### src/sv/at_ipd_frame_parser_macros.svh
// ----------------------------------------------------------------------------
// at_ipd_frame_parser_macros
// assertion macros used by the frame parser core (ipd_parse_core)
// ----------------------------------------------------------------------------
`ifndef AT_IPD_FRAME_PARSER_MACROS_SVH
`define AT_IPD_FRAME_PARSER_MACROS_SVH

// same-cycle implication, off while in reset
`define IPD_ASSERT_NOW(label, clk, rst_n, ante, cons) \
    label: assert property (@(posedge clk) disable iff (!rst_n) (ante) |-> (cons)) \
        else $error("at_ipd_frame_parser: same-cycle check failed");

// next-cycle implication, off while in reset
`define IPD_ASSERT_NEXT(label, clk, rst_n, ante, cons) \
    label: assert property (@(posedge clk) disable iff (!rst_n) (ante) |=> (cons)) \
        else $error("at_ipd_frame_parser: next-cycle check failed");

`endif

### src/sv/ipd_pkg.sv
// ----------------------------------------------------------------------------
// ipd_pkg
// types and constants of the +IPD frame parser
// ----------------------------------------------------------------------------
`timescale 1ns / 1ps
`default_nettype none

package ipd_pkg;

    localparam int BYTE_W          = 8;
    localparam int CFG_W           = 16;
    localparam int LEN_CHARS_DEF   = 9;
    localparam int LENGTH_W_DEF    = 16;

    localparam logic [CFG_W-1:0]  MAX_PAYLOAD_RST = 16'd2920;

    localparam logic [BYTE_W-1:0] CH_PLUS  = 8'h2B;
    localparam logic [BYTE_W-1:0] CH_COLON = 8'h3A;
    localparam logic [BYTE_W-1:0] CH_ZERO  = 8'h30;
    localparam logic [BYTE_W-1:0] CH_NINE  = 8'h39;

    localparam logic [0:0] KIND_DATA    = 1'b0;
    localparam logic [0:0] KIND_BAD_LEN = 1'b1;

    typedef struct packed {
        logic              valid;
        logic [0:0]        kind;
        logic [BYTE_W-1:0] payload_byte;
        logic              last;
    } t_result;

    // the four characters after '+': "IPD,"
    function automatic logic [BYTE_W-1:0] prefix_tail(input logic [1:0] idx);
        logic [BYTE_W-1:0] ch;
        case (idx)
            2'd0:    ch = 8'h49;
            2'd1:    ch = 8'h50;
            2'd2:    ch = 8'h44;
            default: ch = 8'h2C;
        endcase
        return ch;
    endfunction

endpackage

`default_nettype wire

### src/sv/ipd_parse_core.sv
// ----------------------------------------------------------------------------
// ipd_parse_core
// parser state and the per-byte update, one byte per transaction
// ----------------------------------------------------------------------------
`timescale 1ns / 1ps
`default_nettype none
`include "at_ipd_frame_parser_macros.svh"

module ipd_parse_core #(
    parameter int LEN_FIELD_CHARS = ipd_pkg::LEN_CHARS_DEF,
    parameter int LENGTH_WIDTH    = ipd_pkg::LENGTH_W_DEF
) (
    input  wire logic                       i_clk,
    input  wire logic                       i_rst_n,
    input  wire logic                       i_fire,
    input  wire logic [ipd_pkg::BYTE_W-1:0] i_byte,
    input  wire logic [ipd_pkg::CFG_W-1:0]  i_max_payload,
    output ipd_pkg::t_result                o_res
);

    localparam int ACC_W = LENGTH_WIDTH + 1;
    localparam int MUL_W = LENGTH_WIDTH + 5;
    localparam int CMP_W = (ACC_W > ipd_pkg::CFG_W) ? ACC_W : ipd_pkg::CFG_W;

    localparam logic [1:0] PH_HUNT = 2'd0;
    localparam logic [1:0] PH_LEN  = 2'd1;
    localparam logic [1:0] PH_DATA = 2'd2;

    localparam logic [3:0]       LEN_CHARS = 4'(LEN_FIELD_CHARS);
    localparam logic [ACC_W-1:0] ACC_CAP   = {1'b1, {LENGTH_WIDTH{1'b0}}};

    logic [1:0]              r_phase,      n_phase;
    logic [3:0]              r_char_pos,   n_char_pos;
    logic                    r_prefix_bad, n_prefix_bad;
    logic [ACC_W-1:0]        r_length_acc, n_length_acc;
    logic                    r_digits_bad, n_digits_bad;
    logic [LENGTH_WIDTH-1:0] r_bytes_left, n_bytes_left;

    logic                    is_digit;
    logic [MUL_W-1:0]        acc_times_ten;
    logic                    len_bad;
    logic                    pre_bad;
    logic [LENGTH_WIDTH-1:0] left_dec;

    assign is_digit = (i_byte >= ipd_pkg::CH_ZERO) && (i_byte <= ipd_pkg::CH_NINE);
    // low nibble of '0'..'9' is the digit value
    assign acc_times_ten = (MUL_W'(r_length_acc) << 3) + (MUL_W'(r_length_acc) << 1)
                         + MUL_W'(i_byte[3:0]);
    assign len_bad = (r_char_pos == 4'd0) || r_digits_bad || (r_length_acc == '0)
                   || (CMP_W'(r_length_acc) > CMP_W'(i_max_payload));
    assign pre_bad = r_prefix_bad
                   || (i_byte != ipd_pkg::prefix_tail(2'(r_char_pos - 4'd1)));
    assign left_dec = (r_bytes_left != '0) ? (r_bytes_left - LENGTH_WIDTH'(1)) : r_bytes_left;

    always_comb begin
        n_phase      = r_phase;
        n_char_pos   = r_char_pos;
        n_prefix_bad = r_prefix_bad;
        n_length_acc = r_length_acc;
        n_digits_bad = r_digits_bad;
        n_bytes_left = r_bytes_left;
        o_res        = '0;

        case (r_phase)
            PH_LEN: begin
                if (i_byte == ipd_pkg::CH_COLON) begin
                    n_char_pos   = 4'd0;
                    n_length_acc = '0;
                    n_digits_bad = 1'b0;
                    if (len_bad) begin
                        n_phase      = PH_HUNT;
                        n_prefix_bad = 1'b0;
                        n_bytes_left = '0;
                        o_res.valid  = 1'b1;
                        o_res.kind   = ipd_pkg::KIND_BAD_LEN;
                    end else begin
                        n_phase      = PH_DATA;
                        n_bytes_left = r_length_acc[LENGTH_WIDTH-1:0];
                    end
                end else if (r_char_pos >= LEN_CHARS) begin
                    // no colon in time: back to the hunt without a result
                    n_phase      = PH_HUNT;
                    n_char_pos   = 4'd0;
                    n_prefix_bad = 1'b0;
                    n_length_acc = '0;
                    n_digits_bad = 1'b0;
                    n_bytes_left = '0;
                end else begin
                    if (is_digit) begin
                        n_length_acc = (acc_times_ten > MUL_W'(ACC_CAP))
                                     ? ACC_CAP : acc_times_ten[ACC_W-1:0];
                    end else begin
                        n_digits_bad = 1'b1;
                    end
                    n_char_pos = r_char_pos + 4'd1;
                end
            end
            PH_DATA: begin
                o_res.valid        = 1'b1;
                o_res.kind         = ipd_pkg::KIND_DATA;
                o_res.payload_byte = i_byte;
                o_res.last         = (left_dec == '0);
                n_bytes_left       = left_dec;
                if (left_dec == '0) begin
                    n_phase      = PH_HUNT;
                    n_char_pos   = 4'd0;
                    n_prefix_bad = 1'b0;
                    n_length_acc = '0;
                    n_digits_bad = 1'b0;
                end
            end
            default: begin
                n_phase = PH_HUNT;
                if (r_char_pos == 4'd0) begin
                    if (i_byte == ipd_pkg::CH_PLUS) begin
                        n_char_pos   = 4'd1;
                        n_prefix_bad = 1'b0;
                    end
                end else if (r_char_pos >= 4'd4) begin
                    // fifth byte decides, no early resync on a mismatch
                    n_phase      = pre_bad ? PH_HUNT : PH_LEN;
                    n_char_pos   = 4'd0;
                    n_prefix_bad = 1'b0;
                    n_length_acc = '0;
                    n_digits_bad = 1'b0;
                    n_bytes_left = '0;
                end else begin
                    n_prefix_bad = pre_bad;
                    n_char_pos   = r_char_pos + 4'd1;
                end
            end
        endcase
    end

    always_ff @(posedge i_clk) begin
        if (!i_rst_n) begin
            r_phase      <= PH_HUNT;
            r_char_pos   <= 4'd0;
            r_prefix_bad <= 1'b0;
            r_length_acc <= '0;
            r_digits_bad <= 1'b0;
            r_bytes_left <= '0;
        end else if (i_fire) begin
            r_phase      <= n_phase;
            r_char_pos   <= n_char_pos;
            r_prefix_bad <= n_prefix_bad;
            r_length_acc <= n_length_acc;
            r_digits_bad <= n_digits_bad;
            r_bytes_left <= n_bytes_left;
        end
    end

    `IPD_ASSERT_NEXT(a_frame_ends_in_hunt, i_clk, i_rst_n, i_fire && (r_phase == PH_DATA) && (r_bytes_left <= LENGTH_WIDTH'(1)), r_phase == PH_HUNT)
    `IPD_ASSERT_NOW(a_bad_len_on_colon, i_clk, i_rst_n, i_fire && o_res.valid && (o_res.kind == ipd_pkg::KIND_BAD_LEN), (r_phase == PH_LEN) && (i_byte == ipd_pkg::CH_COLON) && !o_res.last)
    `IPD_ASSERT_NOW(a_len_field_bound, i_clk, i_rst_n, r_phase == PH_LEN, r_char_pos <= LEN_CHARS)

endmodule

`default_nettype wire

### src/sv/at_ipd_frame_parser.sv
// ----------------------------------------------------------------------------
// at_ipd_frame_parser
// extracts payloads of "+IPD,<length>:<payload>" frames from a modem byte stream
// ----------------------------------------------------------------------------
// channel | direction | signals
// rx      | in        | i_rx_valid, o_rx_ready, i_rx_byte
// out     | out       | o_out_valid, i_out_ready, o_kind, o_payload_byte, o_last_in_frame
// cfg     | in        | i_cfg_valid, o_cfg_ready, i_cfg_max_payload
//
// one byte per cycle sustained while the output register is being taken
// the input register feeds one pass of parser logic into the output register
// the input register moves on whenever the output register is empty or being taken
// synchronous active-low reset; max_payload resets to 2920
// ----------------------------------------------------------------------------
`timescale 1ns / 1ps
`default_nettype none

module at_ipd_frame_parser #(
    parameter int LEN_FIELD_CHARS = ipd_pkg::LEN_CHARS_DEF,
    parameter int LENGTH_WIDTH    = ipd_pkg::LENGTH_W_DEF
) (
    input  wire logic                       i_clk,
    input  wire logic                       i_rst_n,
    input  wire logic                       i_rx_valid,
    output wire logic                       o_rx_ready,
    input  wire logic [ipd_pkg::BYTE_W-1:0] i_rx_byte,
    output wire logic                       o_out_valid,
    input  wire logic                       i_out_ready,
    output wire logic                       o_kind,
    output wire logic [ipd_pkg::BYTE_W-1:0] o_payload_byte,
    output wire logic                       o_last_in_frame,
    input  wire logic                       i_cfg_valid,
    output wire logic                       o_cfg_ready,
    input  wire logic [ipd_pkg::CFG_W-1:0]  i_cfg_max_payload
);

    logic                       r_in_valid;
    logic [ipd_pkg::BYTE_W-1:0] r_in_byte;
    logic                       r_out_valid;
    logic [0:0]                 r_out_kind;
    logic [ipd_pkg::BYTE_W-1:0] r_out_byte;
    logic                       r_out_last;
    logic [ipd_pkg::CFG_W-1:0]  r_max_payload;

    ipd_pkg::t_result           core_res;
    logic                       out_free;
    logic                       fire;
    logic                       rx_take;

    assign out_free = !r_out_valid || i_out_ready;
    assign fire     = r_in_valid && out_free;
    assign rx_take  = i_rx_valid && o_rx_ready;

    assign o_rx_ready      = !r_in_valid || out_free;
    assign o_cfg_ready     = 1'b1;
    assign o_out_valid     = r_out_valid;
    assign o_kind          = r_out_kind[0];
    assign o_payload_byte  = r_out_byte;
    assign o_last_in_frame = r_out_last;

    ipd_parse_core #(
        .LEN_FIELD_CHARS (LEN_FIELD_CHARS),
        .LENGTH_WIDTH    (LENGTH_WIDTH)
    ) u_core (
        .i_clk         (i_clk),
        .i_rst_n       (i_rst_n),
        .i_fire        (fire),
        .i_byte        (r_in_byte),
        .i_max_payload (r_max_payload),
        .o_res         (core_res)
    );

    always_ff @(posedge i_clk) begin
        if (!i_rst_n) begin
            r_in_valid <= 1'b0;
        end else if (rx_take) begin
            r_in_valid <= 1'b1;
        end else if (fire) begin
            r_in_valid <= 1'b0;
        end
    end

    always_ff @(posedge i_clk) begin
        if (rx_take) begin
            r_in_byte <= i_rx_byte;
        end
    end

    // bytes that give no result leave the output register empty
    always_ff @(posedge i_clk) begin
        if (!i_rst_n) begin
            r_out_valid <= 1'b0;
        end else if (fire) begin
            r_out_valid <= core_res.valid;
        end else if (i_out_ready) begin
            r_out_valid <= 1'b0;
        end
    end

    always_ff @(posedge i_clk) begin
        if (fire) begin
            r_out_kind <= core_res.kind;
            r_out_byte <= core_res.payload_byte;
            r_out_last <= core_res.last;
        end
    end

    always_ff @(posedge i_clk) begin
        if (!i_rst_n) begin
            r_max_payload <= ipd_pkg::MAX_PAYLOAD_RST;
        end else if (i_cfg_valid) begin
            r_max_payload <= i_cfg_max_payload;
        end
    end

endmodule

`default_nettype wire
### config.mk
export PLATFORM = sky130hd
export DESIGN_NAME = at_ipd_frame_parser
export DESIGN_NICKNAME = d
export VERILOG_FILES = /design/src/sv/ipd_pkg.sv /design/src/sv/ipd_parse_core.sv /design/src/sv/at_ipd_frame_parser.sv
export VERILOG_INCLUDE_DIRS = /design/src /design/src/sv
export SDC_FILE = /design/constraint.sdc
export NUM_CORES = 1
export LEC_CHECK = 0
export BUFFER_PORTS_ARGS = -buffer_cell sky130_fd_sc_hd__buf_2
export CAP_MARGIN = 20
export CORE_MARGIN = 1.5
export CORE_UTILIZATION = 33
export DETAILED_ROUTE_END_ITERATION = 12
export HOLD_SLACK_MARGIN = 0.12
export PLACE_DENSITY_LB_ADDON = 0.2
export SYNTH_ARGS = -nofsm -noshare
export SYNTH_HDL_FRONTEND = slang
export SYNTH_SLANG_ARGS = --single-unit
export TNS_END_PERCENT = 10
### constraint.sdc
create_clock -name i_clk -period 3.7 [get_ports i_clk]
set_input_delay 0.37 -clock i_clk [delete_from_list [all_inputs] [get_ports i_clk]]
set_output_delay 0.37 -clock i_clk [all_outputs]
set_load 0.01 [all_outputs]
==> results.json, run 1 <==
{
  "status": "finished clean",
  "clock_latency_ns": 0.35,
  "drv_cap": 0,
  "clock.fmax_mhz": 283.2,
  "whs_endpoint": "r_in_byte[6]$_DFFE_PP_",
  "grt_pass1_vias": 4750,
  "timing.reg2reg.setup_slack_ns": 0.17,
  "root_buffer": "clkbuf_16",
  "cp-end-kind": "flip-flop",
  "postLayoutCoreUtil": 0.4060,
  "p_per_area_nw_per_um2": 296.9,
  "r2r-start": "r_in_byte[3]$_DFFE_PP_",
  "io_buffers": 40,
  "cp_slowest_stage_delay_ns": 0.57,
  "synth-async-reset-ratio": 0,
  "r2r_end": "u_core.r_length_acc[11]$_SDFFE_PN0P_",
  "clk_pin_slew_worst_paths_ns": 0.07,
  "htree_levels": 3,
  "placed_area_um2": 6023,
  "whs_path_depth": 1,
  "synth_area_um2": 5383,
  "grt_max_degree": 23,
  "clock_path_buffers": 2,
  "boundaryPins": 42,
  "cts_buffers": 9,
  "num_antenna_cells": 0,
  "stdcell_area_um2": 6450,
  "use_met2": 0.2876,
  "drc": 0,
  "synth_seq_cells": 77,
  "crit_path_start_kind": "flip-flop",
  "clock-sinks": 77,
  "fin_cells": 902,
  "drt_wl_total_mm": 15.33,
  "track_usage": 0.1856,
  "drt_iter0_markers": 269,
  "syn_area_per_cell_um2": 8.767,
  "die_x_um": 130.7,
  "synth_warnings": 0,
  "postCtsHoldBufs": 0,
  "postSynthCellCount": 614,
  "drt-vias-per-instance": 5.468,
  "std_cell_rows": 46,
  "top_usage_layer": "met2",
  "finalHoldViolCount": 0,
  "cts_tree": "done",
  "p_leak_nw": 2.906,
  "hp-class": "in -> reg",
  "start_util": 0.3388,
  "antenna_found_initial": 0,
  "startpoint": "r_in_byte[3]$_DFFE_PP_",
  "ir_worst_vdd_uv": 209.9,
  "setup.worst_path.class": "reg -> reg",
  "grt_util_met3": 0.03502,
  "fill_cells": 1622,
  "gp_congestion": 0.8920,
  "min_from": "i_rx_byte[6]",
  "slew_headroom": 0.3689,
  "hpwl_mm": 11.71,
  "tightest_slew_ns": 0.9386,
  "slowest_stage": "fa_2",
  "path_max_fanout": 4,
  "drtAntennaViolNets": 0,
  "first_pass_iters": 5,
  "fin_setup_tns_ns": 0,
  "fin_crit_sh": 0.9543,
  "required_ns": 3.99,
  "global_route.overflow_total": 0,
  "dieArea_um2": 17090,
  "via_count": 4932,
  "path_cells": "inv_1 > fa_2 > fa_2 > inv_1 > or4_1 > a2111oi_2 > nand4_1 > or4_4 > a211oi_4 > buf_4 > a22o_1",
  "syn2layout_area_growth_pct": 19.83,
  "core-area_um2": 15890,
  "setup_viol": 0,
  "critPathArrivalTime_ns": 3.82,
  "ys_seq_area_frac": 0.3199,
  "rr_worst_depth": 11,
  "drive_gt1_frac": 0.1793,
  "fin_nets": 770,
  "met1_usage": 0.2578,
  "synth.lib_cells_used.distinct": 72,
  "skew_ns": 0.009945,
  "die_y_um": 130.7,
  "synth_flop_cell": "dfxtp_1",
  "synth_fp_nets": 703,
  "final_max_slew_viol_count": 0,
  "min_period_ns": 3.531,
  "placed_cells": 883,
  "grt_first_pass_wirelength_mm": 24.36,
  "wl_per_cell_um": 17.00,
  "synth_edf_count": 18
}
==> cell type report <==
cell class	count	area (µm²)	area share
timing repair buffer	76	474.2	0.07352
tap	216	270.3	0.04190
clock inverter	7	82.58	0.01280
clock buffer	9	225.2	0.03492
inverter	44	165.2	0.02561
sequential	77	1722	0.2669
multi-input combinational	473	3511	0.5443
==> through the flow <==
step | hold WS (ns) | worst slack (ns) | total power (W)
floorplan | 0.4486 | 0.04691 | 0.0009690
detailed placement | 0.4639 | -0.09120 | 0.001013
CTS | 0.1825 | 0.01497 | 0.001936
global placement | 0.4623 | -0.04442 | 0.001010
global route | 0.1811 | -0.009938 | 0.001985
finish | 0.1946 | 0.1691 | 0.001915
==> sequential cells by signal, indices dropped and copies added, names as in the netlist <==
| register | cells |
|---|---|
| u_core.r_length_acc | 17 |
| r_max_payload | 16 |
| u_core.r_bytes_left | 16 |
| o_payload_byte | 8 |
| r_in_byte | 8 |
| u_core.r_char_pos | 4 |
| u_core.r_phase | 2 |
| o_kind | 1 |
| o_last_in_frame | 1 |
| o_out_valid | 1 |
| r_in_valid | 1 |
| u_core.r_digits_bad | 1 |
| u_core.r_prefix_bad | 1 |
==> cell families (layout without fill, tap and decap cells) <==
kind of cell    Yosys count  count (layout)  share of synthesized area
compound gates          178             178                     0.2359
xor+xnor                 13              13                    0.02115
fa+ha+maj                60              60                     0.1423
buf+inv                  64             136                    0.04602
flops                    77              77                     0.3199
mux                      15              15                    0.02789
other cells               1               1                  0.0006967
simple gates            206             206                     0.2062
==> critical path, delay by kind of cell, from the launching register on <==
family | cells | cell delay, ns
AND/OR/NAND/NOR | 3 | 1.12
buffers and inverters | 3 | 0.32
adder cells (fa/ha/maj) | 2 | 1.04
flip-flops | 1 | 0.38
AO/OA/AOI/OAI | 3 | 0.62
==> per-layer routing <==
| metal | part of all wire | wire length (µm) | vias up |
|---|---|---|---|
| met3 | 0.038 | 578 | 24 |
| met5 | 0 | 0 | - |
| met4 | 0.019 | 287 | 0 |
| met2 | 0.45 | 6969 | 86 |
| met1 | 0.49 | 7498 | 2368 |
| li1 | - | - | 2454 |
==> timing repair <==
| action | 4_1_cts | 5_1_grt |
|---|---|---|
| pin swaps | 0 | 12 |
| resized for setup | 5 | 20 |
| buffers inserted | 1 | 2 |
| setup endpoints to repair | 16 | 16 |
==> how the worst max path moves through the flow <==
| stage | slack [ns] | to | depth (start not counted) |
|---|---|---|---|
| 3_3_place_gp | -0.04 | u_core.r_length_acc[4]$_SDFFE_PN0P_ | 11 |
| 3_5_place_dp | -0.09 | u_core.r_length_acc[9]$_SDFFE_PN0P_ | 10 |
| 5_1_grt | -0.01 | u_core.r_length_acc[9]$_SDFFE_PN0P_ | 13 |
| 4_1_cts | 0.01 | u_core.r_length_acc[4]$_SDFFE_PN0P_ | 13 |
| 2_1_floorplan | 0.05 | u_core.r_length_acc[0]$_SDFFE_PN0P_ | 12 |
| 6_report | 0.17 | u_core.r_length_acc[11]$_SDFFE_PN0P_ | 11 |
==> where the power goes <==
| part | switching, W | leakage [nW] | internal, W | total [W] |
|---|---|---|---|---|
| Clock | 0.000388 | 0.144 | 0.000532 | 0.000920 |
| Combinational | 0.0000609 | 2.09 | 0.0000434 | 0.000104 |
| Sequential | 0.0000117 | 0.675 | 0.000879 | 0.000890 |
==> placed cells by master (no fill, tap or decap), types with 14 or more instances in the layout <==
cell type	count
edfxtp_1	18
a21oi_1	34
mux2i_1	15
o21ai_0	30
nand2_1	44
buf_2	40
buf_4	35
ha_1	58
nor2_1	48
dfxtp_1	59
inv_1	43
nand3_1	14
==> synthesized netlist by cell type, types with 4 or more instances <==
library cell,n,share of area
xnor2_1,4,0.0065
inv_1,43,0.030
edfxtp_1,18,0.10
ha_1,58,0.13
o2bb2ai_1,8,0.013
and3_1,6,0.0070
and2_1,13,0.015
a211oi_1,8,0.011
nand2b_1,6,0.0070
mux2i_1,15,0.028
clkbuf_1,14,0.0098
a2111oi_0,5,0.0081
xor2_1,9,0.015
nand4_1,11,0.013
a21boi_0,4,0.0056
o211ai_1,12,0.017
nand2_1,44,0.031
nor2_1,48,0.033
a32oi_1,5,0.0081
or4_1,6,0.0084
a21o_1,11,0.015
o21a_1,6,0.0084
nor4_1,12,0.014
nor3_1,9,0.0084
nor2b_1,5,0.0058
nand3_1,15,0.014
dfxtp_1,59,0.22
a22o_1,13,0.021
a21oi_1,35,0.033
o21ai_0,31,0.029
a22oi_1,5,0.0070
Power figures use the tool's default switching activity.
==> inputs of run 2 (changes only) <==
Settings changed: REMOVE_ABC_BUFFERS set to 1, SKIP_LAST_GASP set to 1.
==> run 2 against run 1 <==
  * Via count rose by 0.95%
  * First-iteration DRC count rose by 33%
  * Clock power rose by 9.8%
  * Global-route usage fell by 0.39 points
  * Setup slack barely moved
  * Utilization rose by 0.43 points
  * Sequential share of layout area fell by 0.28 points
  * Final cell count rose by 0.11%
  * Combinational power rose by 4%
  * Hold slack improved by 0.0065 ns
  * Final area rose by 1.0%
==> results.json, run 2 (same netlist as run 1, synthesis figures left out) <==
{
  "status": "finished clean",
  "fin_cells": 903,
  "global_route.overflow_total": 0,
  "clk_pin_slew_worst_paths_ns": 0.06,
  "min_period_ns": 3.531,
  "cts_tree": "done",
  "stdcell_area_um2": 6518,
  "setup.worst_path.class": "reg -> reg",
  "p_leak_nw": 2.927,
  "final_max_slew_viol_count": 0,
  "critPathArrivalTime_ns": 3.81,
  "tightest_slew_ns": 0.8257,
  "path_max_fanout": 6,
  "setup_viol": 0,
  "r2r_end": "u_core.r_length_acc[4]$_SDFFE_PN0P_",
  "drt_wl_total_mm": 15.18,
  "whs_path_depth": 1,
  "hpwl_mm": 11.71,
  "gp_congestion": 0.9203,
  "first_pass_iters": 5,
  "drt_iter0_markers": 358,
  "fill_cells": 1634,
  "die_y_um": 130.7,
  "wl_per_cell_um": 16.81,
  "rsz0062_at_grt": "no",
  "r2r-start": "r_in_byte[3]$_DFFE_PP_",
  "drive_gt1_frac": 0.1805,
  "slew_headroom": 0.4471,
  "grt_pass1_vias": 4613,
  "timing.reg2reg.setup_slack_ns": 0.17,
  "final_cell_mix": "dfxtp_1 (59), ha_1 (57), nor2_1 (48), nand2_1 (44), inv_1 (42)",
  "num_antenna_cells": 0,
  "required_ns": 3.98,
  "cp-end-kind": "flip-flop",
  "drc": 0,
  "total_power_w": 0.002013,
  "top_register": "u_core.r_length_acc",
  "root_buffer": "clkbuf_16",
  "skew_ns": 0.006505,
  "rr_worst_depth": 11,
  "boundaryPins": 42,
  "postCtsHoldBufs": 0,
  "min_from": "i_rx_byte[7]",
  "hp-class": "in -> reg",
  "via_count": 4979,
  "grt_max_degree": 23,
  "cts_buffers": 9,
  "start_util": 0.3388,
  "io_buffers": 40,
  "ir_worst_vdd_uv": 239.5,
  "clock.fmax_mhz": 283.2,
  "track_usage": 0.1818,
  "dieArea_um2": 17090,
  "antenna_found_initial": 0,
  "htree_levels": 3,
  "clock_path_buffers": 2,
  "drv_cap": 0,
  "largest_registers": "u_core.r_length_acc (17), r_max_payload (16), u_core.r_bytes_left (16)",
  "fin_crit_sh": 0.9542,
  "clock_latency_ns": 0.34,
  "placed_area_um2": 6038,
  "std_cell_rows": 46,
  "finalHoldViolCount": 0,
  "p_per_area_nw_per_um2": 308.8,
  "die_x_um": 130.7,
  "drtAntennaViolNets": 0,
  "drt-vias-per-instance": 5.514,
  "crit_path_start_kind": "flip-flop",
  "whs_endpoint": "r_in_byte[7]$_DFFE_PP_",
  "syn2layout_area_growth_pct": 21.08,
  "core-area_um2": 15890,
  "largest_reg_flops": 17,
  "final_common_cell": "dfxtp_1",
  "grt_first_pass_wirelength_mm": 23.81,
  "clock-sinks": 77,
  "fin_nets": 771,
  "timing.hold.ws_ns": 0.2011,
  "placed_cells": 885
}
## run 2: cell count changes in the layout (fill, tap and decap cells not counted), sizes merged
cell      previous run  this run
buf                 76        77
clkinvlp             2         1
bufinv               1         3
clkbuf               9        10
inv                 45        43
## run 2: repair_timing
| item | CTS | global route |
|---|---|---|
| pin swaps | 1 | 6 |
| setup endpoints to repair | 13 | 16 |
| resized for setup | 8 | 23 |
| buffers inserted | 1 | 1 |
## run 2: worst max path at each step
stage                      startpoint  cells past startpoint  slack [ns]                                    to
2_1_floorplan  r_in_byte[3]$_DFFE_PP_                     12        0.05   u_core.r_length_acc[0]$_SDFFE_PN0P_
3_3_place_gp   r_in_byte[3]$_DFFE_PP_                     11       -0.06   u_core.r_length_acc[4]$_SDFFE_PN0P_
3_5_place_dp   r_in_byte[3]$_DFFE_PP_                     12       -0.08   u_core.r_length_acc[9]$_SDFFE_PN0P_
4_1_cts        r_in_byte[3]$_DFFE_PP_                     14       0.006  u_core.r_length_acc[13]$_SDFFE_PN0P_
5_1_grt        r_in_byte[3]$_DFFE_PP_                     11       0.009   u_core.r_length_acc[5]$_SDFFE_PN0P_
6_report       r_in_byte[3]$_DFFE_PP_                     11        0.17   u_core.r_length_acc[4]$_SDFFE_PN0P_
## run 2: where the power goes
| part | internal (W) | switching, W |
|---|---|---|
| clock | 0.000659 | 0.000354 |
| sequential | 0.000879 | 0.0000119 |
| combinational | 0.0000459 | 0.0000623 |
## run 2: critical path, cell delays in order, from the launching register on
cell and delay [ns]:
edfxtp_1 0.40, inv_2 0.08, fa_2 0.46, fa_1 0.54
inv_1 0.04, or4_1 0.42, a2111oi_2 0.22, nand4_1 0.13
or4_4 0.58, a211oi_4 0.30, buf_6 0.16, a22o_1 0.12
## run 2: routing by layer
metal / GRT usage / part of all wire / vias up
met5: 0 / 0 / -
met4: 0.06593 / 0.018 / 0
met3: 0.02769 / 0.030 / 16
met2: 0.2923 / 0.48 / 102
met1: 0.2477 / 0.48 / 2411
li1: - / - / 2450
## run 2: cell type report
class	instances	area [µm²]	area share
Multi-Input combinational cell	473	3531	0.5418
Timing Repair Buffer	77	489.2	0.07506
Inverter	44	165.2	0.02534
Sequential cell	77	1722	0.2642
Clock buffer	10	229.0	0.03513
Clock inverter	6	111.4	0.01709
Tap cell	216	270.3	0.04147
## run 2: metrics by stage
step           setup slack (ns)    util  setup TNS [ns]
4_1_cts                0.005845  0.4036               0
6_report                 0.1693  0.4103               0
2_1_floorplan           0.04691       -               0
3_3_place_gp           -0.06190  0.3801         -0.6677
5_1_grt                0.009488  0.4103               0
3_5_place_dp           -0.08358  0.3801         -0.5876
==> inputs of run 3 (changes only) <==
Clock period 3.7 ns to 4.47 ns, I/O delays scaled along.
==> run 3 against run 2 <==
  * Final area decreased by 5.7%
  * Non-clock buffer count shrank 33
  * Wire length is 2.2% lower
  * Combinational power fell by 27%
  * Hold slack better by 0.080 ns
  * Via count fell by 4.3%
  * Highest routed layer unchanged
  * Final cell count down 3.7%
==> results.json, run 3 (same netlist as run 1, synthesis figures left out) <==
{
  "tightest_slew_ns": 0.9735,
  "fin_nets": 738,
  "timing.reg2reg.setup_slack_ns": 0.37,
  "fin_setup_tns_ns": 0,
  "hpwl_mm": 11.39,
  "required_ns": 4.75,
  "drc": 0,
  "pre_cts_slack_ns": 0.3855,
  "r2r-start": "u_core.r_length_acc[0]$_SDFFE_PN0P_",
  "min_from": "i_rx_byte[0]",
  "skew_ns": 0.009218,
  "status": "finished clean",
  "p_per_area_nw_per_um2": 270.4,
  "largest_registers": "u_core.r_length_acc (17), r_max_payload (16), u_core.r_bytes_left (16)",
  "global_route.overflow_total": 0,
  "multi_input_area_um2": 3418,
  "setup.worst_path.class": "reg -> reg",
  "first_pass_iters": 5,
  "grt_max_degree": 23,
  "path_max_fanout": 10,
  "start_util": 0.3388,
  "drv_cap": 0,
  "seqCellArea_um2": 1722,
  "fin_crit_sh": 0.9167,
  "grt_pass1_vias": 4561,
  "cts_tree": "done",
  "drt-vias-per-instance": 5.475,
  "drtAntennaViolNets": 0,
  "final_cell_mix": "dfxtp_1 (59), ha_1 (58), nor2_1 (48), nand2_1 (44), inv_1 (43)",
  "antenna_found_initial": 0,
  "core-area_um2": 15890,
  "dieArea_um2": 17090,
  "clk_pin_slew_worst_paths_ns": 0.06,
  "num_antenna_cells": 0,
  "largest_reg_flops": 17,
  "finalHoldViolCount": 0,
  "syn2layout_area_growth_pct": 14.16,
  "boundaryPins": 42,
  "die_y_um": 130.7,
  "clock.fmax_mhz": 244.0,
  "postCtsHoldBufs": 0,
  "ir_worst_vdd_uv": 141.5,
  "slew_headroom": 0.3454,
  "grt_first_pass_wirelength_mm": 23.62,
  "fill_cells": 1635,
  "cp-end-kind": "flip-flop",
  "rsz0062_at_grt": "no",
  "hp-class": "in -> reg",
  "io_buffers": 40,
  "postCtsSetupRepairBufs": 0,
  "wl_per_cell_um": 17.07,
  "p_leak_nw": 2.747,
  "setup_viol": 0,
  "final_common_cell": "dfxtp_1",
  "fin_ws_ns": 0.3722,
  "htree_levels": 3,
  "via_count": 4763,
  "track_usage": 0.1781,
  "clock_path_buffers": 2,
  "clock_latency_ns": 0.34,
  "die_x_um": 130.7,
  "cts_resized": 0,
  "min_period_ns": 4.098,
  "crit_path_start_kind": "flip-flop",
  "drive_gt1_frac": 0.1101,
  "critPathArrivalTime_ns": 4.38,
  "gp_congestion": 0.8511,
  "cts_buffers": 9,
  "final_max_slew_viol_count": 0,
  "std_cell_rows": 46,
  "drt_wl_total_mm": 14.85,
  "root_buffer": "clkbuf_16",
  "clock-sinks": 77,
  "drt_iter0_markers": 259,
  "startpoint": "u_core.r_length_acc[0]$_SDFFE_PN0P_",
  "top_register": "u_core.r_length_acc"
}
run 3: changes by cell type in the layout (fill, tap and decap cells not counted), moves of 2 or more:
cell / previous run / this run
or4_4: 2 / 0
or4_1: 4 / 6
a21boi_1: 2 / 0
buf_6: 3 / 0
a2111oi_0: 1 / 5
a21boi_0: 2 / 4
buf_4: 34 / 4
nor3_2: 5 / 3
a2111oi_2: 4 / 0
nor3_1: 6 / 8
run 3: final timing paths:
check,endpoint,depth (start not counted)
setup / recovery,u_core.r_length_acc[2]$_SDFFE_PN0P_,12
hold / removal,r_in_byte[0]$_DFFE_PP_,1
hold reg to reg,u_core.r_phase[0]$_SDFFE_PN0P_,2
setup reg to reg,u_core.r_length_acc[2]$_SDFFE_PN0P_,12
run 3: per-stage QoR:
stage | hold slack [ns] | util | power [W] | cells | cell area [µm²]
floorplan | 0.4486 | - | 0.0007963 | 594 | 5300
global placement | 0.4617 | 0.3655 | 0.0008335 | 854 | 5806
detailed placement | 0.4704 | 0.3655 | 0.0008345 | 854 | 5806
CTS | 0.2729 | 0.3868 | 0.001678 | 870 | 6145
global route | 0.2699 | 0.3868 | 0.001718 | 870 | 6145
finish | 0.2814 | 0.3868 | 0.001661 | 870 | 6145
run 3: per-layer routing:
metal  track usage  vias to the layer above  part of all wire  routed length, µm
met5             0                        -                 0                  0
met4       0.04848                        0             0.012                184
met3       0.03583                       11             0.037                542
met2        0.2935                      102              0.47               7036
met1        0.2379                     2268              0.48               7086
li1              -                     2382                 -                  -
run 3: final cells by class:
| type | instances | area share |
|---|---|---|
| Sequential cell | 77 | 0.2802 |
| Clock buffer | 10 | 0.03726 |
| Multi-Input combinational cell | 473 | 0.5563 |
| Timing Repair Buffer | 44 | 0.03747 |
| Clock inverter | 6 | 0.01792 |
| Inverter | 44 | 0.02688 |
| Tap cell | 216 | 0.04398 |
run 3: worst max-delay path, stage by stage (launching register included):
cell      delay (ns)
dfxtp_1         0.41
inv_1           0.12
fa_1            0.58
inv_1           0.06
ha_1            0.31
a211oi_1        0.27
o21ai_1         0.20
o2111a_1        0.34
nor4_1          0.36
o22ai_1         0.11
or4_1           0.62
a211oi_4        0.47
a22o_1          0.20
run 3: report_power, final:
part	internal [W]	total, W	leakage, nW	switching (W)
clock network	0.000546	0.000842	0.161	0.000296
logic	0.0000312	0.0000789	1.91	0.0000478
registers	0.000728	0.000740	0.675	0.0000121
total	0.00130	0.00166	2.75	0.000356
